`src/hdl/rwmv_pkg.sv`:
```
// Shared constants, types and helpers of the rolling window mean and variance block.
package rwmv_pkg;

    localparam int MAX_WINDOW    = 1024;
    localparam int IDX_W         = $clog2(MAX_WINDOW);
    localparam int WIN_W         = $clog2(MAX_WINDOW + 1);
    localparam int CFG_WIN_W     = 11;
    localparam int SAMPLE_W      = 24;
    localparam int DEV_W         = SAMPLE_W + 1;
    localparam int SQ_W          = 2 * SAMPLE_W;
    localparam int DSUM_W        = SAMPLE_W + WIN_W + 1;
    localparam int SSUM_W        = SQ_W + WIN_W + 1;
    localparam int MEAN_W        = 32;
    localparam int VAR_W         = 56;
    localparam int MSUM_W        = DSUM_W + 10;
    localparam int REBASE_FACTOR = 25;
    localparam int K_W           = 2 * WIN_W + 5;

    localparam int MUL_A_W     = 72;
    localparam int MUL_B_W     = 36;
    localparam int MUL_DIGIT   = 4;
    localparam int MUL_STEPS   = MUL_B_W / MUL_DIGIT;
    localparam int MUL_P_W     = MUL_A_W + MUL_B_W;
    localparam int MUL_CNT_W   = $clog2(MUL_STEPS);

    localparam int DIV_N_W     = 80;
    localparam int DIV_D_W     = 2 * WIN_W;
    localparam int DIV_CNT_W   = $clog2(DIV_N_W);

    localparam int CFG_ADDR_W  = 3;
    localparam int CFG_DATA_W  = 32;
    localparam int CFG_IDX_W   = CFG_ADDR_W - 2;
    localparam logic [CFG_IDX_W-1:0] REG_WINDOW = '0;

    typedef enum logic [4:0] {
        S_IDLE,
        S_SP_A,
        S_SP_AW,
        S_SP_B,
        S_SP_BW,
        S_D,
        S_DSQ,
        S_OD,
        S_ODSQ,
        S_ODSUB,
        S_ADV,
        S_RB_M,
        S_RB_MW,
        S_RB_L,
        S_RB_LW,
        S_RB_R,
        S_RB_RW,
        S_RB_DIV,
        S_RB_DIVW,
        S_WALK,
        S_MEAN,
        S_MEANW,
        S_VDIV,
        S_VDIVW,
        S_OUT
    } t_state;

    typedef struct packed {
        logic                       we;
        logic [IDX_W-1:0]           waddr;
        logic signed [SAMPLE_W-1:0] wdata;
        logic [IDX_W-1:0]           raddr;
    } t_ring_req;

    function automatic logic [WIN_W-1:0] clamp_window(input logic [CFG_WIN_W-1:0] v);
        logic [WIN_W-1:0] res;
        if (v < CFG_WIN_W'(2)) begin
            res = WIN_W'(2);
        end else if (32'(v) > MAX_WINDOW) begin
            res = WIN_W'(MAX_WINDOW);
        end else begin
            res = WIN_W'(v);
        end
        return res;
    endfunction

endpackage

```
`src/hdl/rwmv_mul.sv`:
```
// Digit-serial unsigned multiplier, four multiplier bits per cycle.
module rwmv_mul (
    input  logic                         i_clk,
    input  logic                         i_rst_n,
    input  logic                         i_start,
    input  logic [rwmv_pkg::MUL_A_W-1:0] i_a,
    input  logic [rwmv_pkg::MUL_B_W-1:0] i_b,
    output logic                         o_done,
    output logic [rwmv_pkg::MUL_P_W-1:0] o_p
);
    import rwmv_pkg::*;

    logic                 r_busy;
    logic                 r_done;
    logic [MUL_CNT_W-1:0] r_cnt;
    logic [MUL_P_W-1:0]   r_acc;
    logic [MUL_P_W-1:0]   r_a;
    logic [MUL_B_W-1:0]   r_b;
    logic [MUL_P_W-1:0]   w_part;

    assign w_part = r_a * MUL_P_W'(r_b[MUL_DIGIT-1:0]);

    always_ff @(posedge i_clk) begin
        if (!i_rst_n) begin
            r_busy <= 1'b0;
            r_done <= 1'b0;
            r_cnt  <= '0;
        end else if (i_start) begin
            r_busy <= 1'b1;
            r_done <= 1'b0;
            r_cnt  <= '0;
            r_acc  <= '0;
            r_a    <= MUL_P_W'(i_a);
            r_b    <= i_b;
        end else if (r_busy) begin
            r_acc <= r_acc + w_part;
            r_a   <= r_a << MUL_DIGIT;
            r_b   <= r_b >> MUL_DIGIT;
            r_cnt <= r_cnt + 1'b1;
            if (r_cnt == MUL_CNT_W'(MUL_STEPS - 1)) begin
                r_busy <= 1'b0;
                r_done <= 1'b1;
            end
        end
    end

    assign o_done = r_done;
    assign o_p    = r_acc;

endmodule

```
`config.mk`:
```
export PLATFORM = sky130hd
export DESIGN_NAME = rwmv_mul
export DESIGN_NICKNAME = d
export VERILOG_FILES = /design/src/hdl/rwmv_pkg.sv /design/src/hdl/rwmv_mul.sv
export SDC_FILE = /design/constraint.sdc
export NUM_CORES = 1
export LEC_CHECK = 0
export BUFFER_PORTS_ARGS = -buffer_cell sky130_fd_sc_hd__buf_2
export CORE_MARGIN = 5
export CORE_UTILIZATION = 55
export DETAILED_ROUTE_END_ITERATION = 8
export HOLD_SLACK_MARGIN = 0.03
export PLACE_DENSITY = 0.79
export REMOVE_ABC_BUFFERS = 1
export SLEW_MARGIN = 15
export SYNTH_ARGS = -nofsm -noshare
export SYNTH_HDL_FRONTEND = slang
export SYNTH_SLANG_ARGS = --single-unit
```
`constraint.sdc`:
```
create_clock -name i_clk -period 13.39 [get_ports i_clk]
set_input_delay 1.339 -clock i_clk [delete_from_list [all_inputs] [get_ports i_clk]]
set_output_delay 1.339 -clock i_clk [all_outputs]
set_load 0.05 [all_outputs]
```
# After elaboration in Yosys (flattened, before gate mapping)
# Cells that the tools add are included.
[classes]
addsub = 2
mux = 8
n_bitwise = 1
mul = 1
n_eq_ne = 1
reduce_logical = 4
[op_table]
columns = ["cell", "n"]
rows = [
  ["108-bit 2-to-1 mux", 2],
  ["108-bit adder", 1],
  ["108-bit by 4-bit multiplier with 108-bit output", 1],
  ["36-bit 2-to-1 mux", 2],
  ["72-bit 2-to-1 mux", 1],
  ["4-bit by 1-bit adder with 4-bit output, second input constant", 1],
  ["4-bit equality test, second input constant", 1],
  ["2-bit AND reduction", 2],
  ["1-bit 2-to-1 mux", 3],
  ["2-bit nonzero test", 1],
  ["2-bit OR reduction", 1],
  ["1-bit inverter", 1],
]
[totals]
ff_bits = 258
word_cells = 24
out_inout_bits = 109

# Logic depth before layout (Yosys ltp)
# Gate-level depths: netlist of the first run.
[depth]
ltp_word = 4
depth_mapped = 20
ltp_nobuf = 18

# Worst setup path after synthesis of the first run
# No wires, ideal clock.
[synth_path]
kind = "input to register"
from = "input port i_start"
to = "register r_busy"
arrival_ns = 8.098
path_slack_ns = 5.209
cell_stages = 4
cell_sequence = "clkbuf_1 > clkbuf_1 > o21a_1 > o31a_1"
[synth_via]
elab_chain_cells = 1
[synth_lines]
columns = ["element", "line_no", "rtl"]
rows = [
  ["start, declared", "rwmv_mul.sv:5", "input logic i_start,"],
  ["1-bit 2-to-1 mux", "rwmv_mul.sv:28", "end else if (i_start) begin"],
  ["end signal, assigned", "rwmv_mul.sv:25", "r_busy <= 1'b0;"],
  ["end signal, assigned", "rwmv_mul.sv:29", "r_busy <= 1'b1;"],
  ["end signal, assigned", "rwmv_mul.sv:41", "r_busy <= 1'b0;"],
  ["end, declared", "rwmv_mul.sv:13", "logic r_busy;"],
]
# No other way between the ends.
# A chain may end at the register's enable or synchronous reset.

# Final worst setup path of the first run
[layout_path]
from = "register r_b[2]"
to = "register r_acc[54], in the netlist o_p[54] (data pin)"
[layout_via]
elab_chain_cells = 3
[layout_lines]
columns = ["element", "line_no", "rtl"]
rows = [
  ["start, declared", "rwmv_mul.sv:18", "logic [MUL_B_W-1:0] r_b;"],
  ["start signal, assigned", "rwmv_mul.sv:34", "r_b <= i_b;"],
  ["start signal, assigned", "rwmv_mul.sv:38", "r_b <= r_b >> MUL_DIGIT;"],
  ["108-bit by 4-bit multiplier with 108-bit output", "rwmv_mul.sv:21", "assign w_part = r_a * MUL_P_W'(r_b[MUL_DIGIT-1:0]);"],
  ["108-bit adder", "rwmv_mul.sv:36", "r_acc <= r_acc + w_part;"],
  ["108-bit 2-to-1 mux", "rwmv_mul.sv:35", "end else if (r_busy) begin"],
  ["end signal, assigned", "rwmv_mul.sv:36", ""],
  ["end, declared", "rwmv_mul.sv:16", "logic [MUL_P_W-1:0] r_acc;"],
]
# No other way between the ends. The select of a mux whose other input is x is not followed.

==> flow_summary.toml, run 1 <==
[status]
status = "finished clean"

[setup_path]
reg2reg_from = "r_b[2]$_DFFE_PP_"
critical_path_class = "flip-flop to flip-flop"
worstPathArrival_ns = 6.67
r2r_end = "o_p[54]$_SDFFCE_PP0P_"
end_kind = "flip-flop"
worstPathMaxFanout = 106
required_ns = 13.70
rr_worst_depth = 17
critPathLaunch = "r_b[2]$_DFFE_PP_"
startpoint_type = "flip-flop"
regToRegSetupSlack_ns = 7.03

[timing]
clock_skew_ns = 0.0330
tightestPinTransition_ns = 1.09
fmax_mhz = 157
finalCritPeriodShare_pct = 47.5
rsz0062_at_grt = "no"
fin_crit_ns = 6.36
tns_ns = 0
slew_violations = 0
relSlewSlack_pct = 27.4
hold_viol_final = 0
setup_viol = 0

[routing]
first_pass_iters = 6
wl_per_cell_um = 18.6
drc = 0
routed_wl_um = 69900
vias = 21200
via_per_inst = 5.64
detail-route-antenna-nets = 0
first_iter_violations = 1478

[clock_tree]
cts_buffer_depth = 3
ctsHoldBuffers = 0
cts_tree = "done"
cts_buffers = 36
h-tree-depth = 2
path_clk_slew_ns = 0.06
cts.sinks = 258
cts_setup_buffers = 0
post_cts_resized = 0
clockRootBuffer = "clkbuf_16"
clk_latency_ns = 0.57

[logic_synthesis]
synth-seq-area-share_pct = 27.3
yosysUniqueCellTypes = 90
ys_ff_latch = 258
yosys_most_used_dff = "edfxtp_1"
synth_enable_flop_cells = 252
syn_inst = 2947
yosysWarnings = 0
async_flop_share_pct = 0
netlist_area_mm2 = 0.0281
avgSynthCellArea_um2 = 9.54

[grt]
grt_max_degree = 112
grt.total_usage_pct = 25.2
antenna_found_initial = 3
grt_pass1_wl_um = 116000
grt_overflow = 0
grt_pass1_vias = 22700

[finish]
fillCellCount = 4242
final_cell_mix = "inv_1, and2_1, fa_1"
multi_input_area_mm2 = 0.0180
drive_gt1_share_pct = 13.7
final_nets = 3608
final_common_cell = "inv_1"
ff_latch_area_mm2 = 0.00769
syn_to_final_growth_pct = 9.73

[floorplanning]
die_y_um = 236
die_area_mm2 = 0.0557
coreArea_mm2 = 0.0504
initial_core_util_pct = 55.8
ioPinCount = 220
die_w_um = 236
rows = 82

[placed_design]
io_buffers = 219
gp_congestion = 0.955
hpwl_um = 52600

[flow_run]
cap_viol_max_count = 0

[worst_hold_path]
hp-class = "flip-flop to flip-flop"
min_to = "o_done$_SDFFE_PP0P_"
hold_start = "o_done$_SDFFE_PP0P_"
whs_path_depth = 2
-- critical path, stage by stage (launching register included) --
cell      delay, ns
edfxtp_1       0.31
buf_4          0.78
nand2_1        0.17
fa_1           0.53
fa_1           0.51
fa_1           0.51
inv_1          0.04
ha_1           0.33
o21ai_0        0.11
o21ai_0        0.30
nand4_1        0.37
a21oi_1        0.39
o21ai_1        0.17
a311oi_1       0.47
nor2_1         0.16
o31ai_2        0.43
a21oi_1        0.15
mux2_2         0.31
-- cells in the mapped netlist, types with 51 or more instances --
cell	number	area, um^2
a21o_1	66	495
a21oi_1	162	811
and2_1	405	2530
clkbuf_1	110	413
edfxtp_1	252	7570
fa_1	314	6290
ha_1	113	1410
inv_1	501	1880
mux2_2	105	1180
nand2_1	142	533
nand4_1	59	369
nor2_1	175	657
nor2b_1	51	319
o21ai_0	72	360
xnor2_1	65	569
-- how the worst max path moves through the flow --
stage	endpoint	slack (ns)	depth (start not counted)
detailed placement	o_p[98]$_SDFFCE_PP0P_	7.17	19
global route	o_p[54]$_SDFFCE_PP0P_	6.73	18
global placement	o_p[54]$_SDFFCE_PP0P_	7.26	18
finish	o_p[54]$_SDFFCE_PP0P_	7.03	17
CTS	o_p[98]$_SDFFCE_PP0P_	7.15	19
floorplan	r_busy$_SDFF_PN0_	5.78	2
-- routing by layer --
| metal | track usage (%) | vias up | wire, um |
|---|---|---|---|
| met5 | 0 | - | 27 |
| met2 | 42.5 | 703 | 33600 |
| met1 | 33.1 | 10600 | 29200 |
| li1 | - | 9831 | - |
| met3 | 4.84 | 140 | 4950 |
| met4 | 7.99 | 4 | 2190 |
-- sequential cells by signal, summed over array words and instances, names as in the netlist --
signal  cells
o_p       108
r_a       108
r_b        36
r_cnt       4
o_done      1
r_busy      1
-- stage by stage --
stage	util [%]	cells	setup slack (ns)	cell area, um^2	hold slack [ns]
after floorplan	-	2802	5.78	27500	0.479
after global placement	58.7	3704	7.26	29600	0.479
after detailed placement	58.7	3704	7.17	29600	0.482
after CTS	61.2	3765	7.15	30800	0.501
after global routing	61.2	3765	6.73	30800	0.530
final	61.2	3767	7.03	30800	0.499
-- final cells by class --
cell class	instances	share of cell area, %
Inverter	501	6.10
Antenna cell	2	0.0162
Clock buffer	45	3.23
Multi-Input combinational cell	2043	58.2
Timing Repair Buffer	230	3.85
Sequential cell	258	24.9
Clock inverter	16	0.945
Tap cell	672	2.73
-- logic make-up (layout without fill, tap and decap cells) --
group,Yosys count,count (layout),synth area share (%)
and+or+nand+nor,942,942,18.1
buffers and inverters,646,792,8.80
AOI/OAI and AO/OA,467,467,10.9
adders and majority gates,427,427,27.4
DFF,258,258,27.3
muxes,109,109,4.38
xor gates and xnor gates,98,98,3.05
other,0,2,0
Power of run 1 is not shown: default switching activity piles up to over one toggle a cycle in this logic, so the estimate is an artifact.
==> run 2, diff against run 1 <==
==> constraint.sdc (replaced) <==
create_clock -name i_clk -period 6 [get_ports i_clk]
set_input_delay 0.6 -clock i_clk [delete_from_list [all_inputs] [get_ports i_clk]]
set_output_delay 0.6 -clock i_clk [all_outputs]
set_load 0.05 [all_outputs]
==> flow_summary.toml, run 2 (synthesized netlist as in run 1, its figures left out) <==
[floorplanning]
die_w_um = 236
ioPinCount = 220
initial_core_util_pct = 55.8
coreArea_mm2 = 0.0504
die_area_mm2 = 0.0557
rows = 82
die_y_um = 236

[routing]
via_per_inst = 5.62
drc = 0
first_pass_iters = 8
routed_wl_um = 70100
wl_per_cell_um = 18.5
vias = 21200
detail-route-antenna-nets = 0
first_iter_violations = 1258

[flow_run]
cap_viol_max_count = 0

[timing]
hold_viol_final = 0
fmax_mhz = 171
tns_ns = 0
tightestPinTransition_ns = 0.876
slew_violations = 0
setup_viol = 0
finalCritPeriodShare_pct = 97.6
relSlewSlack_pct = 41.6
holdWs_ns = 0.320
clock_skew_ns = 0.0229
fin_crit_ns = 5.86

[placed_design]
hpwl_um = 53400
gp_congestion = 0.930
placed_cell_area_mm2 = 0.0297
io_buffers = 219

[finish]
final_nets = 3617
final_common_cell = "inv_1"
post-route-cell-area_mm2 = 0.0309
post-route-util_pct = 61.3
diodes = 0
final_cell_mix = "inv_1, and2_1, fa_1"
drive_gt1_share_pct = 13.9
syn_to_final_growth_pct = 9.79

[setup_path]
timing.critical_path.mode_cell = "fa_1"
regToRegSetupSlack_ns = 0.14
worstPathMaxFanout = 94
crit_path_top_delay_cell = "or4_1"
startpoint_type = "flip-flop"
required_ns = 6.31
worstPathArrival_ns = 6.17
slowest_delay_ns = 0.57
crit_chain = "clkbuf_16, and2_1, fa_1, fa_1, inv_1, fa_1, inv_1, ha_1, nand2_1, or4_1, nor3_1, o211ai_1, a31oi_2, o21a_2, a31oi_4, o221ai_4, a21boi_2, mux2_4"
end_kind = "flip-flop"
critical_path_class = "flip-flop to flip-flop"

[grt]
antenna_found_initial = 0
grt_max_degree = 112
grt_pass1_vias = 23100
grt.total_usage_pct = 25.4
grt_pass1_wl_um = 117000
grt_overflow = 0

[clock_tree]
cts_buffers = 35
ctsHoldBuffers = 0
cts_tree = "done"
path_clk_slew_ns = 0.06
cts.sinks = 258
clk_latency_ns = 0.56
h-tree-depth = 2
clockRootBuffer = "clkbuf_16"
cts_buffer_depth = 3

[status]
status = "finished clean"

[worst_hold_path]
hp-class = "primary input to flip-flop"
run 2: worst paths after layout:
kind	start	to	depth (start not counted)
worst max-delay path	r_b[2]$_DFFE_PP_	o_p[97]$_SDFFCE_PP0P_	18
worst max register to register	r_b[2]$_DFFE_PP_	o_p[97]$_SDFFCE_PP0P_	18
worst min register to register	o_done$_SDFFE_PP0P_	o_done$_SDFFE_PP0P_	2
worst min-delay path	i_b[34]	r_b[34]$_SDFFCE_PN0P_	2
run 2: repair_timing:
action                                  4_1_cts  5_1_grt
endpoints found under the setup margin        0        4
resized for setup                             0        5
setup buffers                                 0        2
run 2: critical path: cells and delay by family (launching register included):
family / cells / cell delay (ns)
adder cells (fa/ha/maj): 4 / 1.82
AND/OR/NAND/NOR: 4 / 1.17
flip-flops: 1 / 0.41
multiplexers: 1 / 0.32
AO/OA/AOI/OAI: 6 / 1.43
buffers and inverters: 3 / 0.38
run 2: layer usage:
metal / vias to the layer above / part of all wire [%] / GRT usage (%)
li1: 9871 / - / -
met1: 10500 / 42 / 33.3
met2: 709 / 48 / 42.3
met3: 135 / 6.7 / 4.78
met4: 0 / 3.3 / 9.04
met5: - / 0 / 0
run 2: through the flow:
step	instances	setup slack, ns
floorplan	2802	-0.872
global placement	3712	0.330
detailed placement	3712	0.267
CTS	3776	0.268
global route	3778	-0.0270
finish	3778	0.143
run 2: area by class of cell:
type                    instances  area (um^2)
inverters                     501         1880
clock inverters                18          173
flip-flops and latches        258         7690
fillers                      4224        19500
repair buffers                240         1340
well taps                     672          841
clock buffers                  46          968
multi-input cells            2043        18000
Power of run 2 is left out for the same reason.
