$ cat config.mk
export PLATFORM = sky130hd
export DESIGN_NAME = rwmv_div
export DESIGN_NICKNAME = d
export VERILOG_FILES = /design/src/hdl/rwmv_pkg.sv /design/src/hdl/rwmv_div.sv
export SDC_FILE = /design/constraint.sdc
export NUM_CORES = 1
export LEC_CHECK = 0
export BUFFER_PORTS_ARGS = -buffer_cell sky130_fd_sc_hd__buf_2
export CORE_MARGIN = 5
export CORE_UTILIZATION = 40
export DETAILED_ROUTE_END_ITERATION = 8
export PLACE_DENSITY_LB_ADDON = 0.1
export SYNTH_ARGS = -nofsm -noshare
export SYNTH_HDL_FRONTEND = slang
export SYNTH_SLANG_ARGS = --single-unit
$ cat constraint.sdc
create_clock -name i_clk -period 4.9 [get_ports i_clk]
set_input_delay 0 -clock i_clk [delete_from_list [all_inputs] [get_ports i_clk]]
set_output_delay 0 -clock i_clk [all_outputs]
set_load 0.02 [all_outputs]
$ cat src/hdl/rwmv_pkg.sv
// Shared constants, types and helpers of the rolling window mean and variance block.
package rwmv_pkg;

    localparam int MAX_WINDOW    = 1024;
    localparam int IDX_W         = $clog2(MAX_WINDOW);
    localparam int WIN_W         = $clog2(MAX_WINDOW + 1);
    localparam int CFG_WIN_W     = 11;
    localparam int SAMPLE_W      = 24;
    localparam int DEV_W         = SAMPLE_W + 1;
    localparam int SQ_W          = 2 * SAMPLE_W;
    localparam int DSUM_W        = SAMPLE_W + WIN_W + 1;
    localparam int SSUM_W        = SQ_W + WIN_W + 1;
    localparam int MEAN_W        = 32;
    localparam int VAR_W         = 56;
    localparam int MSUM_W        = DSUM_W + 10;
    localparam int REBASE_FACTOR = 25;
    localparam int K_W           = 2 * WIN_W + 5;

    localparam int MUL_A_W     = 72;
    localparam int MUL_B_W     = 36;
    localparam int MUL_DIGIT   = 4;
    localparam int MUL_STEPS   = MUL_B_W / MUL_DIGIT;
    localparam int MUL_P_W     = MUL_A_W + MUL_B_W;
    localparam int MUL_CNT_W   = $clog2(MUL_STEPS);

    localparam int DIV_N_W     = 80;
    localparam int DIV_D_W     = 2 * WIN_W;
    localparam int DIV_CNT_W   = $clog2(DIV_N_W);

    localparam int CFG_ADDR_W  = 3;
    localparam int CFG_DATA_W  = 32;
    localparam int CFG_IDX_W   = CFG_ADDR_W - 2;
    localparam logic [CFG_IDX_W-1:0] REG_WINDOW = '0;

    typedef enum logic [4:0] {
        S_IDLE,
        S_SP_A,
        S_SP_AW,
        S_SP_B,
        S_SP_BW,
        S_D,
        S_DSQ,
        S_OD,
        S_ODSQ,
        S_ODSUB,
        S_ADV,
        S_RB_M,
        S_RB_MW,
        S_RB_L,
        S_RB_LW,
        S_RB_R,
        S_RB_RW,
        S_RB_DIV,
        S_RB_DIVW,
        S_WALK,
        S_MEAN,
        S_MEANW,
        S_VDIV,
        S_VDIVW,
        S_OUT
    } t_state;

    typedef struct packed {
        logic                       we;
        logic [IDX_W-1:0]           waddr;
        logic signed [SAMPLE_W-1:0] wdata;
        logic [IDX_W-1:0]           raddr;
    } t_ring_req;

    function automatic logic [WIN_W-1:0] clamp_window(input logic [CFG_WIN_W-1:0] v);
        logic [WIN_W-1:0] res;
        if (v < CFG_WIN_W'(2)) begin
            res = WIN_W'(2);
        end else if (32'(v) > MAX_WINDOW) begin
            res = WIN_W'(MAX_WINDOW);
        end else begin
            res = WIN_W'(v);
        end
        return res;
    endfunction

endpackage

$ cat src/hdl/rwmv_div.sv
// Restoring radix-2 unsigned divider, one quotient bit per cycle.
module rwmv_div (
    input  logic                         i_clk,
    input  logic                         i_rst_n,
    input  logic                         i_start,
    input  logic [rwmv_pkg::DIV_N_W-1:0] i_num,
    input  logic [rwmv_pkg::DIV_D_W-1:0] i_den,
    output logic                         o_done,
    output logic [rwmv_pkg::DIV_N_W-1:0] o_quot
);
    import rwmv_pkg::*;

    logic                 r_busy;
    logic                 r_done;
    logic [DIV_CNT_W-1:0] r_cnt;
    logic [DIV_N_W-1:0]   r_q;
    logic [DIV_D_W-1:0]   r_rem;
    logic [DIV_D_W-1:0]   r_den;
    logic [DIV_D_W:0]     w_t;
    logic [DIV_D_W:0]     w_diff;
    logic                 w_ge;

    assign w_t    = {r_rem, r_q[DIV_N_W-1]};
    assign w_diff = w_t - {1'b0, r_den};
    assign w_ge   = w_t >= {1'b0, r_den};

    always_ff @(posedge i_clk) begin
        if (!i_rst_n) begin
            r_busy <= 1'b0;
            r_done <= 1'b0;
            r_cnt  <= '0;
        end else if (i_start) begin
            r_busy <= 1'b1;
            r_done <= 1'b0;
            r_cnt  <= '0;
            r_q    <= i_num;
            r_rem  <= '0;
            r_den  <= i_den;
        end else if (r_busy) begin
            r_rem <= w_ge ? w_diff[DIV_D_W-1:0] : w_t[DIV_D_W-1:0];
            r_q   <= {r_q[DIV_N_W-2:0], w_ge};
            r_cnt <= r_cnt + 1'b1;
            if (r_cnt == DIV_CNT_W'(DIV_N_W - 1)) begin
                r_busy <= 1'b0;
                r_done <= 1'b1;
            end
        end
    end

    assign o_done = r_done;
    assign o_quot = r_q;

endmodule

### Yosys cells after proc, flatten, opt, wreduce, memory -nomap -nowiden

Index checks and enable logic that the tools add are counted.

* bits of input ports: 105
* word-level logic and storage cells: 23
* register bits: 133

* muxes and demuxes: 7
* reduce and logical (&&, ||, !) cells: 5
* add/sub/neg operators: 2
* magnitude comparators: 1
* bitwise operators: 1
* eq/ne operators: 1

Operators by type and width (count)
* 2-to-1 mux 80 bit: 2
* 2-to-1 mux 22 bit: 2
* greater-or-equal comparator 23 x 22 -> 1 bit: 1
* subtractor 22 bit: 1
* adder 7 x 1 -> 7 bit (second input constant): 1
* equality test 7 bit (second input constant): 1
* AND reduction 2 bit: 3
* 2-to-1 mux 1 bit: 3
* nonzero test 2 bit: 1
* OR reduction 2 bit: 1
* inverter 1 bit: 1

### Depth between registers and ports, before layout

Gate-level depths: netlist of run 1.

* depth after elaboration: 4
* depth in mapped cells: 12

### Worst setup path before layout of run 1

OpenSTA, ideal clock, no wires.

* path kind: register to register
* from: register r_busy
* to: register r_q[0] (netlist: o_quot[0]) (enable)
* setup slack: 1498 ps
* period minus slack after synthesis: 3402 ps
* arrival: 2932 ps
* path buffers: 1
* stages on the path, launching flop included: 3
* data required time: 4430 ps
* setup time: 470 ps
* cell sequence: dfxtp_1 > clkbuf_1 > o21a_1

* longest elaborated chain between the ends: 2

RTL lines
* start: declaration: line rwmv_div.sv:13 `logic r_busy;`
* start signal: assignment: line rwmv_div.sv:29 `r_busy <= 1'b0;`
* start signal: assignment: line rwmv_div.sv:33 `r_busy <= 1'b1;`
* start signal: assignment: line rwmv_div.sv:44 `r_busy <= 1'b0;`
* nonzero test 2 bit (no line)
* AND reduction 2 bit (no line)
* end signal: assignment: line rwmv_div.sv:36 `r_q <= i_num;`
* end signal: assignment: line rwmv_div.sv:41 `r_q <= {r_q[DIV_N_W-2:0], w_ge};`
* end: declaration: line rwmv_div.sv:16 `logic [DIV_N_W-1:0] r_q;`

Every way passes these cells.
A chain may end at the register's enable or synchronous reset.

### Final worst setup path of run 1

* from: register r_rem[12]
* to: register r_rem[21] (data pin)

* longest elaborated chain between the ends: 3
* elaborated cells between the ends (all ways): 4
* those cells by class: add/sub: 1; order compare: 1; mux: 2

RTL lines
* start: declaration: line rwmv_div.sv:17 `logic [DIV_D_W-1:0] r_rem;`
* start signal: assignment: line rwmv_div.sv:40 `r_rem <= w_ge ? w_diff[DIV_D_W-1:0] : w_t[DIV_D_W-1:0];`
* subtractor 22 bit / greater-or-equal comparator 23 x 22 -> 1 bit (equally long branches): line rwmv_div.sv:24, rwmv_div.sv:25
* 2-to-1 mux 22 bit (*): line rwmv_div.sv:40
* 2-to-1 mux 22 bit (*): line rwmv_div.sv:39 `end else if (r_busy) begin`

Every way passes the cells marked *; elsewhere a longest branch is shown, timed or not. The select of a mux whose other input is x is not followed.

==> out/results.txt, run 1 <==
Clock tree sinks -> 133
Final Hold Viols -> 0
Placed cells -> 868
Worst ir drop on vdd -> 241 µV
Worst path top cell family by delay -> compound AO/OA/AOI/OAI gates
Die height -> 138 µm
Post-Place Cell Area -> 7720 µm²
Mapped Cells -> 480
Xor and xnor area share after synthesis -> 2.80%
First-pass detailed-route iteration total -> 4
First-pass GRT wire length -> 26.9 mm
Crit. End Element -> flip-flop
Core ar. -> 16000 µm²
Vias in the first global route -> 5367
Int Pwr -> 2.39 mW
Switching Fraction -> 26.7%
Setup TNS -> 0 ps
Worst slew pin tran -> 1110 ps
Final period util -> 62.6%
Critical-path cell list -> ha_1, and3_1, nor3b_1, a31oi_1, o221a_1, o21a_2, inv_4, and4_1, a311o_1
Post-synthesis adder-cell area fraction -> 4.69%
Syn avg cell area -> 13.7 µm²
H-Tree Depth -> 4
Netlist cell types -> 53
FF+latch count, synth -> 133
Max-slew headroom -> 25.9%
Slowest library cell on the worst path -> o21a_2
Seq/Total Area, Yosys -> 59.4%
Nets -> 902
Post-synth EDFFs -> 124
Post-synth top area share -> 56.7%
Syn nets -> 609
Worst-path clk slew -> 60 ps
Die Wd -> 138 µm
I/O pin cnt -> 186
Grt ovf -> 0
Power Dens Cells -> 349 nW/µm²
Post-Synth Simple-Gate Area -> 6.48%
Die footprint -> 19100 µm²
Setup Fix Bufs, Post-CTS -> 0
Count of buffers from port buffering -> 185
Leak -> 3.88 nW
Routed wire length -> 16.1 mm
Post-route ant nets -> 0
Sw power -> 0.868 mW
CTS Buffer Depth -> 2
MaxCap Viol Count -> 0
Top cells by area, synth -> edfxtp_1, mux2_2, ha_1
Pin count of the biggest net entering global routing -> 77
Share of post-route cells with drive strength above 1 -> 40.1%
CTS tree -> built
Flop pwr share -> 42.6%
Asr flop ratio synth -> 0%
TritonCTS buffer count -> 17
Synth Warn # -> 0
DR vias -> 4855
Netlist Area Pre-Place -> 6570 µm²
Primary FF master, synth -> edfxtp_1
Antenna violations before repair -> 0
GPL Wtd Cong -> 0.817
Largest area contributor in the netlist -> edfxtp_1
Clock Latency Late Sink -> 410 ps
Max Clk Rate -> 0.326 GHz
Final setup viols -> 0
Hold WC Path Type -> in2reg
CTS root buf -> clkbuf_16
CP required -> 5050 ps
Final min period -> 3070 ps
Post-DP HPWL -> 10.7 mm
Initial core utilization -> 41.0%
Critical setup path kind -> reg2reg
Fill cells -> 1339
Status -> finished clean
Area growth syn-to-layout -> 41.9%
Cell with the most instances after synthesis -> edfxtp_1
Remaining DRCs -> 0
Logic gate share of total power -> 19.8%
Critical path arrival -> 3220 ps
Non-Filler Instances -> 1002
RSZ-0062 raised after global routing -> no
Routed vias/inst -> 4.85
Total global-route track usage -> 17.2%
Main combinational cell family by area after synthesis -> multiplexers
Post_cts resized -> 0
Per-cell routed wire length -> 16.1 µm
CP Launch Type -> flip-flop
DR iter-0 viols -> 187
Inserted Diodes -> 0
Post-synthesis mux area share -> 14.9%
Layout Skew -> 14.0 ps
Clock power frac -> 37.6%
Row cnt -> 46
CP Max Fanout -> 23
Final slew viol count -> 0
Critical path buffers and inverters -> 1
Compound-Gate Fraction of Synth Area -> 9.20%
Slowest stage delay, CP -> 460 ps
Synth top cells by count -> edfxtp_1, mux2_2, nor2_1, nand2_1, a21oi_1
Design area -> 9320 µm²
state kept, by name, indices dropped and copies added, names as in the netlist:
| signal | cells |
|---|---|
| o_quot | 80 |
| r_cnt | 7 |
| r_busy | 1 |
| o_done | 1 |
| r_rem | 22 |
| r_den | 22 |
metal layers:
layer / vias to the layer above / track usage (%) / wire length, µm
met5: - / 0 / 0
met4: 0 / 5.15 / 170
met3: 10 / 6.10 / 983
met2: 131 / 29.5 / 8110
met1: 2323 / 20.2 / 6880
li1: 2391 / - / -
power groups by stage:
stage               sequential [mW]  combinational, mW  clock, mW
floorplan                      1.46              0.371          0
global placement               1.41              0.577          0
detailed placement             1.41              0.582          0
CTS                            1.39              0.650       1.25
global route                   1.40              0.709       1.31
finish                         1.39              0.646       1.22
timing repair:
action | in CTS | in global routing
endpoints found under the setup margin | 0 | 0
hold buffers | 102 | 0
endpoints found under the hold margin | 102 | 0
cell type report:
cell class | count | area (µm²) | area share (%)
inverters | 25 | 96.3 | 1.03
repair buffers | 289 | 1960 | 21.1
multi-input cells | 307 | 2510 | 26.9
well taps | 216 | 270 | 2.90
flip-flops and latches | 133 | 3900 | 41.9
clock buffers | 22 | 507 | 5.44
clock inverters | 10 | 66.3 | 0.712
worst min-delay path, delay by kind of cell:
family / cells / cell delay (ps)
and+or+nand+nor: 1 / 220
AOI/OAI and AO/OA: 1 / 70
buffers and inverters: 1 / 110
cell usage in the layout, fill, tap and decap left out, types with 10 or more instances in the layout:
cell	n
buf_2	184
ha_1	23
clkbuf_16	19
xnor2_1	11
a21oi_1	27
xor2_1	10
nor2_1	34
mux2_2	79
a21o_1	13
edfxtp_1	124
dlygate4sd3_1	102
nand2_1	28
inv_1	24
worst paths after layout:
check | startpoint | end | slack, ps | depth (start not counted)
max | r_rem[12] | r_rem[21] | 1830 | 9
min | i_rst_n | r_cnt[5] | 40 | 3
max reg2reg | r_rem[12] | r_rem[21] | 1830 | 9
min reg2reg | o_done | o_done | 470 | 2
stage by stage:
stage	util, %	hold WS, ps	power, mW	worst slack, ps
after floorplan	-	98.9	1.83	1500
after global placement	48.3	177	1.98	1960
after detailed placement	48.3	178	1.99	1860
after CTS	58.2	21.4	3.29	1830
after global routing	58.2	69.2	3.41	1670
final	58.2	40.4	3.25	1830
cell families after synthesis:
family	after synthesis
xor gates and xnor gates	21
buffers and inverters	40
and+or+nand+nor	91
adders and majority gates	24
DFF	133
AOI/OAI and AO/OA	83
muxes	88
Power figures use the tool's default switching activity.
==> inputs of run 2 (changes only) <==
--- a/config.mk
+++ b/config.mk
@@ -5,6 +5,7 @@
 export SDC_FILE = /design/constraint.sdc
 export NUM_CORES = 1
 export LEC_CHECK = 0
+export ABC_AREA = 1
 export BUFFER_PORTS_ARGS = -buffer_cell sky130_fd_sc_hd__buf_2
 export CORE_MARGIN = 5
 export CORE_UTILIZATION = 40
==> constraint.sdc (replaced) <==
create_clock -name i_clk -period 2.85 [get_ports i_clk]
set_input_delay 0 -clock i_clk [delete_from_list [all_inputs] [get_ports i_clk]]
set_output_delay 0 -clock i_clk [all_outputs]
set_load 0.02 [all_outputs]
==> out/results.txt, run 2 <==
Synth Warn # -> 0
Layout Skew -> 14.3 ps
Seq/Total Area, Yosys -> 54.9%
Area taken by multi-input logic gates -> 2720 µm²
Critical-path cell list -> ha_1, nand2_1, nor2_2, inv_1, nor2_1, nand3_1, nand4_2, buf_4, inv_2, nor2_1, nor2_2
Slowest library cell on the worst path -> edfxtp_1
Post-synth top area share -> 52.4%
FF+latch count, synth -> 133
Post-DP HPWL -> 13.8 mm
Register Area -> 3900 µm²
Final period util -> 82.8%
GPL Wtd Cong -> 0.880
MaxCap Viol Count -> 0
Primary FF master, synth -> edfxtp_1
Routed wire length -> 19.9 mm
Fill cells -> 1557
Total global-route track usage -> 19.8%
GR Layer Usage met2 -> 33.0%
DR iter-0 viols -> 418
CP Max Fanout -> 15
Row cnt -> 48
Syn avg cell area -> 8.38 µm²
Max-slew headroom -> 46.4%
Mapped Cells -> 848
Total chip power -> 6.12 mW
Netlist cell types -> 29
Hold WC Path Type -> in2reg
Pin count of the biggest net entering global routing -> 81
Post-route ant nets -> 0
Die footprint -> 20500 µm²
Per-cell routed wire length -> 14.5 µm
RSZ-0062 raised after global routing -> no
Top cells by area, synth -> edfxtp_1, nand2_1, inv_1
Critical path arrival -> 2520 ps
Power Dens Cells -> 618 nW/µm²
Commonest cells after routing, fill and taps aside -> nand2_1, buf_2, edfxtp_1
Die Wd -> 143 µm
Share of post-route cells with drive strength above 1 -> 21.8%
CTS Buffer Depth -> 2
Max Clk Rate -> 0.424 GHz
First-pass detailed-route iteration total -> 5
Post-synth EDFFs -> 124
Core ar. -> 17400 µm²
Die height -> 143 µm
Nets -> 1268
Inserted Diodes -> 0
Setup TNS -> 0 ps
Worst-path clk slew -> 60 ps
TritonCTS buffer count -> 17
Critical setup path kind -> reg2reg
Area growth syn-to-layout -> 39.4%
Worst ir drop on vdd -> 444 µV
CTS tree -> built
Final min period -> 2360 ps
Antenna violations before repair -> 1
Leak -> 4.86 nW
First-pass GRT wire length -> 32.1 mm
Worst slack at placement -> 516 ps
Routed vias/inst -> 4.60
Slowest stage delay, CP -> 420 ps
Synth top cells by count -> nand2_1, edfxtp_1, inv_1, nor2_1
Asr flop ratio synth -> 0%
Largest register FFs -> 80
GRT met1 Usage -> 25.3%
Count of buffers from port buffering -> 185
Crit. End Element -> flip-flop
Grt ovf -> 0
Cell with the most instances after synthesis -> nand2_1
Commonest non-fill, non-tap cell in the layout -> nand2_1
DR vias -> 6331
Clock tree sinks -> 133
Status -> finished clean
Initial core utilization -> 40.9%
Vias in the first global route -> 6418
Final Hold Viols -> 0
I/O pin cnt -> 186
GR peak layer -> met2
Largest area contributor in the netlist -> edfxtp_1
Final setup viols -> 0
Worst slew pin tran -> 804 ps
Netlist Area Pre-Place -> 7100 µm²
Met3 Usage GRT -> 5.73%
Post-layout util -> 57.1%
Final worst slack -> 490 ps
Final slew viol count -> 0
CP Launch Type -> flip-flop
Worst path top cell family by delay -> simple AND/OR/NAND/NOR gates
Remaining DRCs -> 0
Clock Latency Late Sink -> 420 ps
Critical path buffers and inverters -> 3
CP required -> 3010 ps
H-Tree Depth -> 4
Post_cts resized -> 0
CTS root buf -> clkbuf_16
Syn nets -> 977
-- run 2: area by class of cell --
cell class              instances  area share (%)
clock inverters                14            1.52
clock buffers                  18            4.33
inverters                      99            3.76
flip-flops and latches        133            39.4
well taps                     225            2.84
repair buffers                297            20.7
multi-input cells             591            27.4
-- run 2: routing by layer --
layer	vias to the layer above	wire (µm)	part of all wire, %
met1	2857	8700	44
li1	3270	-	-
met4	2	237	1.2
met2	183	9670	48
met3	19	1320	6.6
met5	-	13	0.065
-- run 2: cell families after synthesis --
kind of cell	after synthesis	synth area share (%)
AND/OR/NAND/NOR	513	29.0
flip-flops	133	54.9
buffers and inverters	124	6.94
AO/OA/AOI/OAI	43	3.40
adder cells (fa/ha/maj)	24	4.33
XOR/XNOR	11	1.36
-- run 2: what timing repair did --
action	in CTS	in global routing
hold buffers	104	0
endpoints found under the setup margin	0	0
hold endpoints to repair	107	0
setup buffers	0	0
-- run 2: metrics by stage --
step | instances | hold slack, ps | cell area (µm²)
after floorplan | 848 | 98.9 | 7110
after global placement | 1241 | 178 | 8280
after detailed placement | 1241 | 178 | 8280
after CTS | 1377 | 222 | 9900
after global routing | 1377 | 230 | 9900
final | 1377 | 210 | 9900
-- run 2: power breakdown --
group	leakage, nW	switching (mW)	internal [mW]
Sequential	1.28	0.0978	2.37
Combinational	3.31	0.922	0.554
Clock	0.267	0.881	1.29
-- run 2: final timing paths --
path,from,to,slack [ps],cells past startpoint
worst max-delay path,r_rem[5],r_rem[11],490,11
worst min-delay path,i_start,o_quot[61],210,3
worst max register to register,r_rem[5],r_rem[11],490,11
worst min register to register,o_done,o_done,470,2
-- run 2: worst reg2reg max path, delay by kind of cell, from the launching register on --
family,cells,cell delay [ps]
DFF,1,420
buffers and inverters,3,440
adders and majority gates,1,380
and+or+nand+nor,7,870
==> inputs of run 3 (changes only) <==
==> constraint.sdc (replaced) <==
create_clock -name i_clk -period 2 [get_ports i_clk]
set_input_delay 0 -clock i_clk [delete_from_list [all_inputs] [get_ports i_clk]]
set_output_delay 0 -clock i_clk [all_outputs]
set_load 0.02 [all_outputs]
==> out/results.txt, run 3 (synthesis gave the netlist of run 2 again) <==
Slowest stage delay, CP -> 440 ps
Setup TNS -> -392 ps
GRT met1 Usage -> 26.6%
First-pass GRT wire length -> 34.5 mm
Worst-path clk slew -> 60 ps
Nets -> 1370
Area taken by multi-input logic gates -> 3360 µm²
Post-DP HPWL -> 14.1 mm
Setup slack, reg-to-reg -> -60 ps
Layout Skew -> 13.8 ps
Worst slew pin tran -> 824 ps
Per-cell routed wire length -> 14.6 µm
Share of post-route cells with drive strength above 1 -> 38.4%
DR iter-0 viols -> 384
R2r startpoint -> r_rem[16]
CP required -> 2180 ps
Fill cells -> 1411
Hold WC Path Type -> in2reg
Vias in the first global route -> 7036
Max Clk Rate -> 0.486 GHz
CP Launch Type -> flip-flop
Post-route ant nets -> 0
Commonest non-fill, non-tap cell in the layout -> nand2_1
Remaining DRCs -> 0
Grt ovf -> 0
Max-slew headroom -> 45.1%
Total global-route track usage -> 21.3%
Largest register FFs -> 80
Critical setup path kind -> reg2reg
Fin Hold WS -> 202 ps
Core ar. -> 17400 µm²
GR Layer Usage met2 -> 36.1%
Post-layout util -> 66.2%
MaxCap Viol Count -> 0
Failing checks -> negative setup slack
Area growth syn-to-layout -> 61.8%
Critical path arrival -> 2240 ps
GR peak layer -> met2
Die footprint -> 20500 µm²
Worst ir drop on vdd -> 634 µV
CTS root buf -> clkbuf_16
Final setup viols -> 15
Inserted Diodes -> 0
Critical-path cell list -> ha_4, nand2_1, inv_1, nand2_1, nor2_2, nand3_2, nand4_4, buf_12, buf_4, nand3_2, nand2_1, inv_1
Register Area -> 3900 µm²
Final worst slack -> -59.5 ps
Status -> finished, violations left
Crit-path most repeated cell -> nand2_1
Routed vias/inst -> 4.62
HP Start -> i_start
Slowest library cell on the worst path -> edfxtp_1
CP Max Fanout -> 14
Commonest cells after routing, fill and taps aside -> nand2_1, buf_2, edfxtp_1
Final slew viol count -> 0
Clock tree sinks -> 133
Worst Setup SP -> r_rem[16]
Final period util -> 103%
Pin count of the biggest net entering global routing -> 81
DR vias -> 6839
GPL Wtd Cong -> 0.856
Row cnt -> 48
Leak -> 5.52 nW
Die height -> 143 µm
Met3 Usage GRT -> 6.13%
CTS Buffer Depth -> 2
Final Hold Viols -> 0
TritonCTS buffer count -> 17
Clock Latency Late Sink -> 420 ps
CTS tree -> built
H-Tree Depth -> 4
Worst path top cell family by delay -> simple AND/OR/NAND/NOR gates
RSZ-0062 raised after global routing -> yes
First-pass detailed-route iteration total -> 4
Routed wire length -> 21.6 mm
I/O pin cnt -> 186
Die Wd -> 143 µm
Final min period -> 2060 ps
Initial core utilization -> 40.9%
Count of buffers from port buffering -> 185
Critical path buffers and inverters -> 4
Power Dens Cells -> 902 nW/µm²
Antenna violations before repair -> 0
Crit. End Element -> flip-flop
[run 3: worst min-delay path, cell delays in order]
cell     delay [ps]
buf_2           110
nand2_1         120
nand2_4         230
[run 3: what timing repair did]
action,in CTS,in global routing
hold buffers,104,0
pin swaps,14,30
endpoints found under the setup margin,23,23
setup buffers,13,10
cloned,2,0
gates resized for setup,61,107
endpoints found under the hold margin,111,0
[run 3: stage by stage]
step / cells / area [µm²] / power, mW / worst slack (ps)
final: 1479 / 11500 / 10.4 / -59.5
after global routing: 1479 / 11500 / 10.9 / -149
after CTS: 1469 / 11100 / 10.1 / -88.0
after detailed placement: 1318 / 8910 / 5.93 / -244
after global placement: 1318 / 8910 / 5.92 / -224
after floorplan: 848 / 7130 / 4.93 / 5.89
[run 3: final cells by class]
class                   instances  area share [%]
multi-input cells             591            29.2
repair inverters                1          0.0980
well taps                     225            2.45
inverters                      99            3.39
clock inverters                15            2.17
clock buffers                  17            3.70
flip-flops and latches        133            34.0
repair buffers                398            25.0
[run 3: final timing paths]
| check | cells past startpoint | to |
|---|---|---|
| max | 12 | r_rem[21] |
| min | 3 | r_rem[7] |
| min reg2reg | 2 | o_done |
| max reg2reg | 12 | r_rem[21] |
[run 3: report_power, final]
group / total, mW / leakage, nW / switching, mW / internal, mW
registers: 3.55 / 1.28 / 0.161 / 3.38
clock network: 3.61 / 0.324 / 1.26 / 2.35
logic: 3.21 / 3.92 / 1.71 / 1.50
[run 3: per-layer routing]
metal  share of wire [%]  up-vias
li1                    -     3474
met1                  42     3146
met2                  50      185
met3                 6.4       34
met4                 1.9        0
met5                   0        -
